<file path="config.mk">
export PLATFORM = sky130hd
export DESIGN_NAME = md5_message_digest_flat
export DESIGN_NICKNAME = d
export VERILOG_FILES = /design/src/design/md5_pkg.sv /design/src/design/md5_if.sv /design/src/design/md5_queue.sv /design/src/design/md5_core.sv /design/src/design/md5_message_digest.sv /design/src/flat_wrapper.sv
export SDC_FILE = /design/constraint.sdc
export NUM_CORES = 2
export LEC_CHECK = 0
export ABC_AREA = 1
export BUFFER_PORTS_ARGS = -buffer_cell sky130_fd_sc_hd__buf_4
export CORE_UTILIZATION = 50
export CTS_CLUSTER_DIAMETER = 30
export DETAILED_ROUTE_END_ITERATION = 8
export PLACE_DENSITY_LB_ADDON = 0.15
export SYNTH_ARGS = -nofsm -noshare
export SYNTH_HDL_FRONTEND = slang
export SYNTH_SLANG_ARGS = --single-unit
</file>
<file path="constraint.sdc">
create_clock -name clk_i -period 11.9 [get_ports clk_i]
set_clock_uncertainty 0.15 [all_clocks]
set_input_delay 2.38 -clock clk_i [delete_from_list [all_inputs] [get_ports clk_i]]
set_output_delay 2.38 -clock clk_i [all_outputs]
set_load 0.02 [all_outputs]
</file>
<file path="src/design/md5_pkg.sv">
`timescale 1ns / 1ps
// ----------------------------------------------------------------------------
// md5_pkg
// Shared types, constants and round constant and shift tables of the MD5 digest block.
// ----------------------------------------------------------------------------
package md5_pkg;

  localparam logic [31:0] InitA = 32'h67452301;
  localparam logic [31:0] InitB = 32'hEFCDAB89;
  localparam logic [31:0] InitC = 32'h98BADCFE;
  localparam logic [31:0] InitD = 32'h10325476;
  localparam int unsigned QueueDepthDefault = 4;

  // one classified item between front and back
  typedef struct packed {
    logic [7:0] data_byte;
    logic       has_byte;
    logic       end_of_message;
  } md5_cmd_t;

  function automatic logic [31:0] md5_k(input logic [5:0] i);
    logic [31:0] k;
    case (i)
      6'd0: k = 32'hD76AA478;  6'd1: k = 32'hE8C7B756;
      6'd2: k = 32'h242070DB;  6'd3: k = 32'hC1BDCEEE;
      6'd4: k = 32'hF57C0FAF;  6'd5: k = 32'h4787C62A;
      6'd6: k = 32'hA8304613;  6'd7: k = 32'hFD469501;
      6'd8: k = 32'h698098D8;  6'd9: k = 32'h8B44F7AF;
      6'd10: k = 32'hFFFF5BB1; 6'd11: k = 32'h895CD7BE;
      6'd12: k = 32'h6B901122; 6'd13: k = 32'hFD987193;
      6'd14: k = 32'hA679438E; 6'd15: k = 32'h49B40821;
      6'd16: k = 32'hF61E2562; 6'd17: k = 32'hC040B340;
      6'd18: k = 32'h265E5A51; 6'd19: k = 32'hE9B6C7AA;
      6'd20: k = 32'hD62F105D; 6'd21: k = 32'h02441453;
      6'd22: k = 32'hD8A1E681; 6'd23: k = 32'hE7D3FBC8;
      6'd24: k = 32'h21E1CDE6; 6'd25: k = 32'hC33707D6;
      6'd26: k = 32'hF4D50D87; 6'd27: k = 32'h455A14ED;
      6'd28: k = 32'hA9E3E905; 6'd29: k = 32'hFCEFA3F8;
      6'd30: k = 32'h676F02D9; 6'd31: k = 32'h8D2A4C8A;
      6'd32: k = 32'hFFFA3942; 6'd33: k = 32'h8771F681;
      6'd34: k = 32'h6D9D6122; 6'd35: k = 32'hFDE5380C;
      6'd36: k = 32'hA4BEEA44; 6'd37: k = 32'h4BDECFA9;
      6'd38: k = 32'hF6BB4B60; 6'd39: k = 32'hBEBFBC70;
      6'd40: k = 32'h289B7EC6; 6'd41: k = 32'hEAA127FA;
      6'd42: k = 32'hD4EF3085; 6'd43: k = 32'h04881D05;
      6'd44: k = 32'hD9D4D039; 6'd45: k = 32'hE6DB99E5;
      6'd46: k = 32'h1FA27CF8; 6'd47: k = 32'hC4AC5665;
      6'd48: k = 32'hF4292244; 6'd49: k = 32'h432AFF97;
      6'd50: k = 32'hAB9423A7; 6'd51: k = 32'hFC93A039;
      6'd52: k = 32'h655B59C3; 6'd53: k = 32'h8F0CCC92;
      6'd54: k = 32'hFFEFF47D; 6'd55: k = 32'h85845DD1;
      6'd56: k = 32'h6FA87E4F; 6'd57: k = 32'hFE2CE6E0;
      6'd58: k = 32'hA3014314; 6'd59: k = 32'h4E0811A1;
      6'd60: k = 32'hF7537E82; 6'd61: k = 32'hBD3AF235;
      6'd62: k = 32'h2AD7D2BB; default: k = 32'hEB86D391;
    endcase
    return k;
  endfunction

  function automatic logic [4:0] md5_rot(input logic [3:0] sel);
    logic [4:0] r;
    case (sel)
      4'd0: r = 5'd7;   4'd1: r = 5'd12;  4'd2: r = 5'd17;  4'd3: r = 5'd22;
      4'd4: r = 5'd5;   4'd5: r = 5'd9;   4'd6: r = 5'd14;  4'd7: r = 5'd20;
      4'd8: r = 5'd4;   4'd9: r = 5'd11;  4'd10: r = 5'd16; 4'd11: r = 5'd23;
      4'd12: r = 5'd6;  4'd13: r = 5'd10; 4'd14: r = 5'd15; default: r = 5'd21;
    endcase
    return r;
  endfunction

endpackage

</file>
<file path="src/design/md5_if.sv">
`timescale 1ns / 1ps
// ----------------------------------------------------------------------------
// md5_in_if / md5_out_if
// Valid/ready channels carrying message words in and digest words out.
// ----------------------------------------------------------------------------
interface md5_in_if;
  logic       valid;
  logic       ready;
  logic [7:0] data_byte;
  logic       has_byte;
  logic       end_of_message;
  modport source (output valid, data_byte, has_byte, end_of_message, input ready);
  modport sink (input valid, data_byte, has_byte, end_of_message, output ready);
endinterface

interface md5_out_if;
  logic        valid;
  logic        ready;
  logic [31:0] digest_word;
  logic [1:0]  word_index;
  logic        last_word;
  modport source (output valid, digest_word, word_index, last_word, input ready);
  modport sink (input valid, digest_word, word_index, last_word, output ready);
endinterface

</file>
<file path="src/design/md5_queue.sv">
`timescale 1ns / 1ps
// ----------------------------------------------------------------------------
// md5_queue
// Front end: accepts input words, drops empty ones, and queues the rest.
// ----------------------------------------------------------------------------
module md5_queue
  import md5_pkg::*;
#(
  parameter int unsigned Depth = QueueDepthDefault
) (
  input  logic     clk_i,
  input  logic     rst_ni,
  md5_in_if.sink   in_i,
  output md5_cmd_t cmd_o,
  output logic     cmd_valid_o,
  input  logic     cmd_ready_i
);
  localparam int unsigned AW = (Depth > 1) ? $clog2(Depth) : 1;

  md5_cmd_t mem_q [Depth];
  logic [AW-1:0] wr_q, wr_d, rd_q, rd_d;
  logic [AW:0]   cnt_q, cnt_d;
  logic push, pop, keep;

  assign in_i.ready  = (cnt_q != Depth[AW:0]);
  assign keep        = in_i.has_byte | in_i.end_of_message;
  assign push        = in_i.valid & in_i.ready & keep;
  assign cmd_valid_o = (cnt_q != '0);
  assign pop         = cmd_valid_o & cmd_ready_i;
  assign cmd_o       = mem_q[rd_q];

  always_comb begin
    wr_d = wr_q;
    rd_d = rd_q;
    if (push) wr_d = (wr_q == AW'(Depth - 1)) ? '0 : wr_q + 1'b1;
    if (pop)  rd_d = (rd_q == AW'(Depth - 1)) ? '0 : rd_q + 1'b1;
    cnt_d = cnt_q + {{AW{1'b0}}, push} - {{AW{1'b0}}, pop};
  end

  always_ff @(posedge clk_i) begin
    if (push) mem_q[wr_q] <= '{in_i.data_byte, in_i.has_byte, in_i.end_of_message};
  end

  always_ff @(posedge clk_i or negedge rst_ni) begin
    if (!rst_ni) begin
      wr_q  <= '0;
      rd_q  <= '0;
      cnt_q <= '0;
    end else begin
      wr_q  <= wr_d;
      rd_q  <= rd_d;
      cnt_q <= cnt_d;
    end
  end

  a_cnt_bound: assert property (@(posedge clk_i) disable iff (!rst_ni)
    cnt_q <= Depth[AW:0]) else $error("queue count overflow");
  a_cnt_step: assert property (@(posedge clk_i) disable iff (!rst_ni)
    push && !pop |=> cnt_q == $past(cnt_q) + 1'b1) else $error("push lost");
  a_pop_valid: assert property (@(posedge clk_i) disable iff (!rst_ni)
    pop |-> cnt_q != '0) else $error("pop from empty queue");
endmodule

</file>
<file path="src/design/md5_core.sv">
`timescale 1ns / 1ps
// ----------------------------------------------------------------------------
// md5_core
// Back end: packs bytes, pads, runs one MD5 step a cycle, emits digest words.
// ----------------------------------------------------------------------------
module md5_core
  import md5_pkg::*;
(
  input  logic     clk_i,
  input  logic     rst_ni,
  input  md5_cmd_t cmd_i,
  input  logic     cmd_valid_i,
  output logic     cmd_ready_o,
  md5_out_if.source out_o
);
  localparam logic [2:0] StIdle  = 3'd0;
  localparam logic [2:0] StRound = 3'd1;
  localparam logic [2:0] StPad   = 3'd2;
  localparam logic [2:0] StOut   = 3'd3;

  logic [2:0]  st_q, st_d;
  logic [31:0] buf_q [16];
  logic [31:0] h_q [4];
  logic [31:0] a_q, b_q, c_q, d_q;
  logic [63:0] len_q;
  logic [5:0]  rnd_q;
  logic [5:0]  pos_q;       // padding byte position
  logic        pad_q;       // compression belongs to padding
  logic        fin_q;       // padding block is the final one
  logic        eom_q;       // end of message waits behind a data block
  logic [1:0]  oidx_q;

  logic [5:0]  bpos;
  logic [1:0]  grp;
  logic [3:0]  g;
  logic [31:0] f, t, rot, bnew;
  logic [4:0]  sh;

  assign bpos = len_q[8:3];
  assign grp  = rnd_q[5:4];
  assign cmd_ready_o = (st_q == StIdle);

  always_comb begin
    case (grp)
      2'd0: begin f = (b_q & c_q) | (~b_q & d_q); g = rnd_q[3:0]; end
      2'd1: begin f = (b_q & d_q) | (c_q & ~d_q); g = 4'(5 * rnd_q + 1); end
      2'd2: begin f = b_q ^ c_q ^ d_q;            g = 4'(3 * rnd_q + 5); end
      default: begin f = c_q ^ (b_q | ~d_q);      g = 4'(7 * rnd_q); end
    endcase
    sh   = md5_rot({grp, rnd_q[1:0]});
    t    = a_q + f + buf_q[g] + md5_k(rnd_q);
    rot  = (t << sh) | (t >> (6'd32 - {1'b0, sh}));
    bnew = b_q + rot;
  end

  assign out_o.valid       = (st_q == StOut);
  assign out_o.digest_word = h_q[oidx_q];
  assign out_o.word_index  = oidx_q;
  assign out_o.last_word   = (oidx_q == 2'd3);

  always_comb begin
    st_d = st_q;
    case (st_q)
      StIdle: if (cmd_valid_i) begin
        if (cmd_i.has_byte && bpos == 6'd63) st_d = StRound;
        else if (cmd_i.end_of_message) st_d = StPad;
      end
      StRound: if (rnd_q == 6'd63) st_d = (pad_q || eom_q) ?
                                   ((fin_q && pad_q) ? StOut : StPad) : StIdle;
      StPad: if (pos_q == 6'd63) st_d = StRound;
      StOut: if (out_o.ready && oidx_q == 2'd3) st_d = StIdle;
      default: st_d = StIdle;
    endcase
  end

  // byte, padding and length writes into the block buffer
  always_ff @(posedge clk_i) begin
    if (st_q == StIdle && cmd_valid_i && cmd_i.has_byte) begin
      if (bpos[1:0] == 2'd0) buf_q[bpos[5:2]] <= {24'd0, cmd_i.data_byte};
      else buf_q[bpos[5:2]][bpos[1:0]*8 +: 8] <= cmd_i.data_byte;
    end else if (st_q == StPad) begin
      if (pos_q >= 6'd56 && fin_q) begin
        if (pos_q == 6'd56) begin
          buf_q[14] <= len_q[31:0];
          buf_q[15] <= len_q[63:32];
        end
      end else if (pos_q[1:0] == 2'd0) begin
        buf_q[pos_q[5:2]] <= {24'd0, pad_q ? 8'h00 : 8'h80};
      end else begin
        buf_q[pos_q[5:2]][pos_q[1:0]*8 +: 8] <= pad_q ? 8'h00 : 8'h80;
      end
    end
  end

  always_ff @(posedge clk_i or negedge rst_ni) begin
    if (!rst_ni) begin
      st_q   <= StIdle;
      h_q    <= '{InitA, InitB, InitC, InitD};
      len_q  <= '0;
      rnd_q  <= '0;
      pos_q  <= '0;
      pad_q  <= 1'b0;
      fin_q  <= 1'b0;
      eom_q  <= 1'b0;
      oidx_q <= '0;
      a_q <= '0; b_q <= '0; c_q <= '0; d_q <= '0;
    end else begin
      st_q <= st_d;
      case (st_q)
        StIdle: if (cmd_valid_i) begin
          if (cmd_i.has_byte) len_q <= len_q + 64'd8;
          // the 0x80 goes at the position after any byte on this word
          pos_q <= cmd_i.has_byte ? bpos + 6'd1 : bpos;
          pad_q <= 1'b0;
          fin_q <= (cmd_i.has_byte ? {1'b0, bpos} + 7'd1 : {1'b0, bpos}) < 7'd56;
          eom_q <= cmd_i.end_of_message;
          rnd_q <= '0;
          a_q <= h_q[0]; b_q <= h_q[1]; c_q <= h_q[2]; d_q <= h_q[3];
        end
        StPad: begin
          pad_q <= 1'b1;
          pos_q <= pos_q + 6'd1;
          if (pos_q == 6'd63) begin
            rnd_q <= '0;
            a_q <= h_q[0]; b_q <= h_q[1]; c_q <= h_q[2]; d_q <= h_q[3];
          end
        end
        StRound: begin
          a_q <= d_q; b_q <= bnew; c_q <= b_q; d_q <= c_q;
          rnd_q <= rnd_q + 6'd1;
          if (rnd_q == 6'd63) begin
            h_q[0] <= h_q[0] + d_q;
            h_q[1] <= h_q[1] + bnew;
            h_q[2] <= h_q[2] + b_q;
            h_q[3] <= h_q[3] + c_q;
            // after a full data block the padding restarts at position zero
            if (!pad_q) begin
              pos_q <= '0;
              fin_q <= 1'b1;
            end else begin
              pos_q <= '0;
              fin_q <= 1'b1;
            end
          end
        end
        StOut: if (out_o.ready) begin
          oidx_q <= oidx_q + 2'd1;
          if (oidx_q == 2'd3) begin
            h_q   <= '{InitA, InitB, InitC, InitD};
            len_q <= '0;
          end
        end
        default: ;
      endcase
    end
  end

  a_out_only: assert property (@(posedge clk_i) disable iff (!rst_ni)
    out_o.valid |-> !cmd_ready_o) else $error("output while taking input");
  a_len_clr: assert property (@(posedge clk_i) disable iff (!rst_ni)
    out_o.valid && out_o.ready && out_o.last_word |=> len_q == '0)
    else $error("length not cleared");
  a_rnd_idle: assert property (@(posedge clk_i) disable iff (!rst_ni)
    st_q == StIdle |-> oidx_q == 2'd0) else $error("digest index stuck");
endmodule

</file>
<file path="src/design/md5_message_digest.sv">
`timescale 1ns / 1ps
// ----------------------------------------------------------------------------
// md5_message_digest
// MD5 hash over a byte stream, digest given as four 32-bit words.
// ----------------------------------------------------------------------------
// A byte word is taken and queued; the back end stores it while idle. The
// 64th byte of a block starts compression, one MD5 step per cycle through a
// single round unit. An end word pads one byte a cycle to the end of the
// block, compresses, maybe pads and compresses a second block, then offers
// the four digest words one per cycle while the receiver is ready.
module md5_message_digest
  import md5_pkg::*;
#(
  parameter int unsigned QueueDepth = QueueDepthDefault
) (
  input  logic      clk_i,
  input  logic      rst_ni,
  md5_in_if.sink    in_i,
  md5_out_if.source out_o
);
  md5_cmd_t cmd;
  logic     cmd_valid, cmd_ready;

  md5_queue #(.Depth(QueueDepth)) u_queue (
    .clk_i, .rst_ni, .in_i,
    .cmd_o(cmd), .cmd_valid_o(cmd_valid), .cmd_ready_i(cmd_ready)
  );

  md5_core u_core (
    .clk_i, .rst_ni,
    .cmd_i(cmd), .cmd_valid_i(cmd_valid), .cmd_ready_o(cmd_ready),
    .out_o
  );
endmodule
</file>
<file path="src/flat_wrapper.sv">
// flat-port wrapper written by rule: the top's interface ports become plain ports
module md5_message_digest_flat import md5_pkg::*;
#(
  parameter int unsigned QueueDepth = QueueDepthDefault
)
  (clk_i, rst_ni, in_i_valid, in_i_data_byte, in_i_has_byte, in_i_end_of_message, in_i_ready, out_o_valid, out_o_digest_word, out_o_word_index, out_o_last_word, out_o_ready);
  md5_in_if in_i_i ();
  md5_out_if out_o_i ();
  input  logic clk_i;
  input  logic rst_ni;
  input wire logic [$bits(in_i_i.valid)-1:0] in_i_valid;
  input wire logic [$bits(in_i_i.data_byte)-1:0] in_i_data_byte;
  input wire logic [$bits(in_i_i.has_byte)-1:0] in_i_has_byte;
  input wire logic [$bits(in_i_i.end_of_message)-1:0] in_i_end_of_message;
  output wire logic [$bits(in_i_i.ready)-1:0] in_i_ready;
  output wire logic [$bits(out_o_i.valid)-1:0] out_o_valid;
  output wire logic [$bits(out_o_i.digest_word)-1:0] out_o_digest_word;
  output wire logic [$bits(out_o_i.word_index)-1:0] out_o_word_index;
  output wire logic [$bits(out_o_i.last_word)-1:0] out_o_last_word;
  input wire logic [$bits(out_o_i.ready)-1:0] out_o_ready;
  assign in_i_i.valid = in_i_valid;
  assign in_i_i.data_byte = in_i_data_byte;
  assign in_i_i.has_byte = in_i_has_byte;
  assign in_i_i.end_of_message = in_i_end_of_message;
  assign in_i_ready = in_i_i.ready;
  assign out_o_valid = out_o_i.valid;
  assign out_o_digest_word = out_o_i.digest_word;
  assign out_o_word_index = out_o_i.word_index;
  assign out_o_last_word = out_o_i.last_word;
  assign out_o_i.ready = out_o_ready;
  md5_message_digest #(.QueueDepth(QueueDepth)) u_core (.clk_i(clk_i), .rst_ni(rst_ni), .in_i(in_i_i), .out_o(out_o_i));
endmodule
</file>
==> flow_metrics.tcl <==
set metrics [dict create \
    setup_violations 0 \
    ys.warnings.count 0 \
    antenna_found_initial 2 \
    start_util 0.504 \
    path_class "reg2reg" \
    async_flop_share 0.383 \
    r2r_setup_slack_ps 480 \
    drive_gt1_frac 0.112 \
    slowest_stage "fa_1" \
    synth_top_area_share 0.284 \
    worstSkewPairLatency_ps 850 \
    routedWlPerCell_um 25.5 \
    post-route-min-period_ps 11420 \
    synthesis.nets 7546 \
    portBuffers 50 \
    crit_buf_inv 14 \
    reg2regPathDepth 62 \
    r2r_start "u_core.u_core.rnd_q[1]$_DFFE_PN0P_" \
    cts_buffer_depth 3 \
    cts.htree.levels 4 \
    hold_violations 0 \
    clock.fmax_mhz 87.6 \
    multiInputGateArea_sq_mm 0.0288 \
    crit_fanout 58 \
    placed_cells 8666 \
    yosys-top-cells-area "edfxtp_1, dfrtp_1, nand2_1" \
    grt_max_degree 126 \
    slew_headroom 0.166 \
    outcome "completed" \
    dieArea_sq_mm 0.118 \
    synth_area_sq_mm 0.0584 \
    synth_edf_count 552 \
    ys_ff_latch 895 \
    dieWidth_um 344 \
    die_h_um 344 \
    synth_area_leader_cell "edfxtp_1" \
    core-area_sq_mm 0.116 \
    gr-total-overflow 0 \
    cts.sink_count 895 \
    final_util 0.597 \
    vias 55469 \
    pin_count 51 \
    drtAntennaViolNets 0 \
    fin_crit_sh 0.959 \
    required_ps 12490 \
    hp-start "u_core.u_core.len_q[39]$_DFFE_PN0P_" \
    fin_cells 9065 \
    routed_wl_um 231000 \
    fin_setup_tns_ps 0 \
    n_fill_cell 10335 \
    maxCapViolCount 0 \
    place_congestion 1.08 \
    grtUsageTotal 0.386 \
    drcViolationCount 0 \
    ys_dominant_reg_cell "edfxtp_1" \
    cts_resized 0 \
    cts_inserted_buffers 213 \
    cts_tree "done" \
    area_delta_synth_final_pct 18.5 \
    cp-start-kind "register" \
    tightest_slew_ps 1240 \
    synthCells 7211 \
    post_cts_buffers 0 \
    ys_types 74 \
    slowest_delay_ps 530 \
    hold_depth 1 \
    seq_area_frac_synth 0.432 \
    fin_nets 7692 \
    whs_endpoint "u_core.u_core.len_q[39]$_DFFE_PN0P_" \
    regArea_sq_mm 0.0252 \
    postCtsHoldBufs 0 \
    rows 125 \
    syn_area_per_cell_sq_um 8.11 \
    grt_pass1_vias 53357 \
    pre_cts_slack_ps 217 \
    dp_hpwl_um 169000 \
    regToRegEndpoint "u_core.u_core.h_q[93]$_DFFE_PN1P_" \
    arrival_ps 12010 \
    path_delay_family "compound AO/OA/AOI/OAI gates" \
    diodes 0 \
    dr.pass1.iters 8 \
    drt_iter0_drc 5968 \
    drv_slew 0 \
    final_common_cell "nand2_1" \
    grt_pass1_wl_um 340000 \
    holdCritPathClass "reg2reg" \
    timing.final.ws_setup_ps 484 \
    viasPerCell 6.12 \
    cp_common_cell "inv_1" \
    cts_root_buf "clkbuf_16" \
    clkSlewWorstSetupHoldPaths_ps 50 \
    final_cell_mix "nand2_1, inv_1, o21ai_0" \
    cp-end-kind "register" \
    cp-startpoint "u_core.u_core.rnd_q[1]$_DFFE_PN0P_" \
]
==> area by class of cell <==
cell class	count	share of cell area
timing repair buffer	271	0.0325
tap	1524	0.0275
clock buffer	254	0.0816
sequential	895	0.364
clock inverter	145	0.0282
multi-input combinational	5048	0.415
inverter	928	0.0503
==> worst max-delay path by stage <==
stage	to	slack, ps	depth (start not counted)
floorplan	u_core.u_core.h_q[93]$_DFFE_PN1P_	1130	62
global placement	u_core.u_core.h_q[93]$_DFFE_PN1P_	410	63
detailed placement	u_core.u_core.h_q[93]$_DFFE_PN1P_	220	60
CTS	u_core.u_core.h_q[93]$_DFFE_PN1P_	150	60
global route	u_core.u_core.h_q[92]$_DFFE_PN0P_	-80	64
finish	u_core.u_core.h_q[93]$_DFFE_PN1P_	480	62
==> through the flow <==
stage                     hold WS (ps)  instance area [sq um]
after floorplan                    304                  58400
after global placement             323                  61500
after detailed placement           332                  61500
after CTS                          340                  69100
after global routing               355                  69300
final                              342                  69300
==> state kept, by name, indices dropped and copies added (netlist names) <==
name,cells
u_core.u_core.buf_q,512
u_core.u_core.h_q,128
u_core.u_core.len_q,61
u_core.u_queue.mem_q,40
u_core.u_core.a_q,32
u_core.u_core.b_q,32
u_core.u_core.c_q,32
u_core.u_core.d_q,32
u_core.u_core.pos_q,6
u_core.u_core.rnd_q,6
u_core.u_queue.cnt_q,3
u_core.u_core.out_o.word_index,2
u_core.u_core.st_q,2
u_core.u_queue.rd_q,2
u_core.u_queue.wr_q,2
u_core.u_core.eom_q,1
u_core.u_core.fin_q,1
u_core.u_core.pad_q,1
==> kinds of logic (layout without fill, tap and decap cells) <==
| kind of cell | count (synthesis) | count (layout) | synth area share |
|---|---|---|---|
| compound gates | 2208 | 2208 | 0.218 |
| fa+ha+maj | 321 | 321 | 0.0782 |
| mux | 10 | 10 | 0.00171 |
| buf+inv | 1268 | 1598 | 0.0820 |
| flops | 895 | 895 | 0.432 |
| xor+xnor | 127 | 127 | 0.0190 |
| simple gates | 2382 | 2382 | 0.169 |
==> synth_stat cells (27+ instances only) <==
library cell	n
nand2_1	1175
dfstp_2	64
o21ai_0	799
o32ai_1	66
clkbuf_1	293
a21oi_1	756
ha_1	247
a31oi_1	35
o211ai_1	58
buf_1	27
edfxtp_1	552
xnor2_1	40
inv_1	900
nand3_1	295
o21ai_1	33
nand4_1	46
o221ai_1	119
nor2_1	670
fa_1	74
o22ai_1	154
a2111oi_0	32
nor3_1	112
dfrtp_1	279
xor2_1	87
==> worst register-to-register path: cells and delay by family (launching register included) <==
| kind | cells | cell delay (ps) |
|---|---|---|
| xor+xnor | 1 | 300 |
| simple gates | 18 | 2660 |
| flops | 1 | 400 |
| buf+inv | 14 | 1790 |
| compound gates | 22 | 3210 |
| fa+ha+maj | 7 | 2810 |
==> layer usage <==
layer | GRT usage | up-vias | routed length, um | part of all wire
li1 | - | 25440 | - | -
met1 | 0.481 | 26724 | 90900 | 0.39
met2 | 0.608 | 2640 | 105000 | 0.45
met3 | 0.0887 | 661 | 19800 | 0.086
met4 | 0.238 | 4 | 15600 | 0.067
met5 | 0 | - | 33 | 0.00014
Power is left out: the tool's default activity adds up to more than one toggle a clock period on the data nets, which glitch-free logic cannot reach.
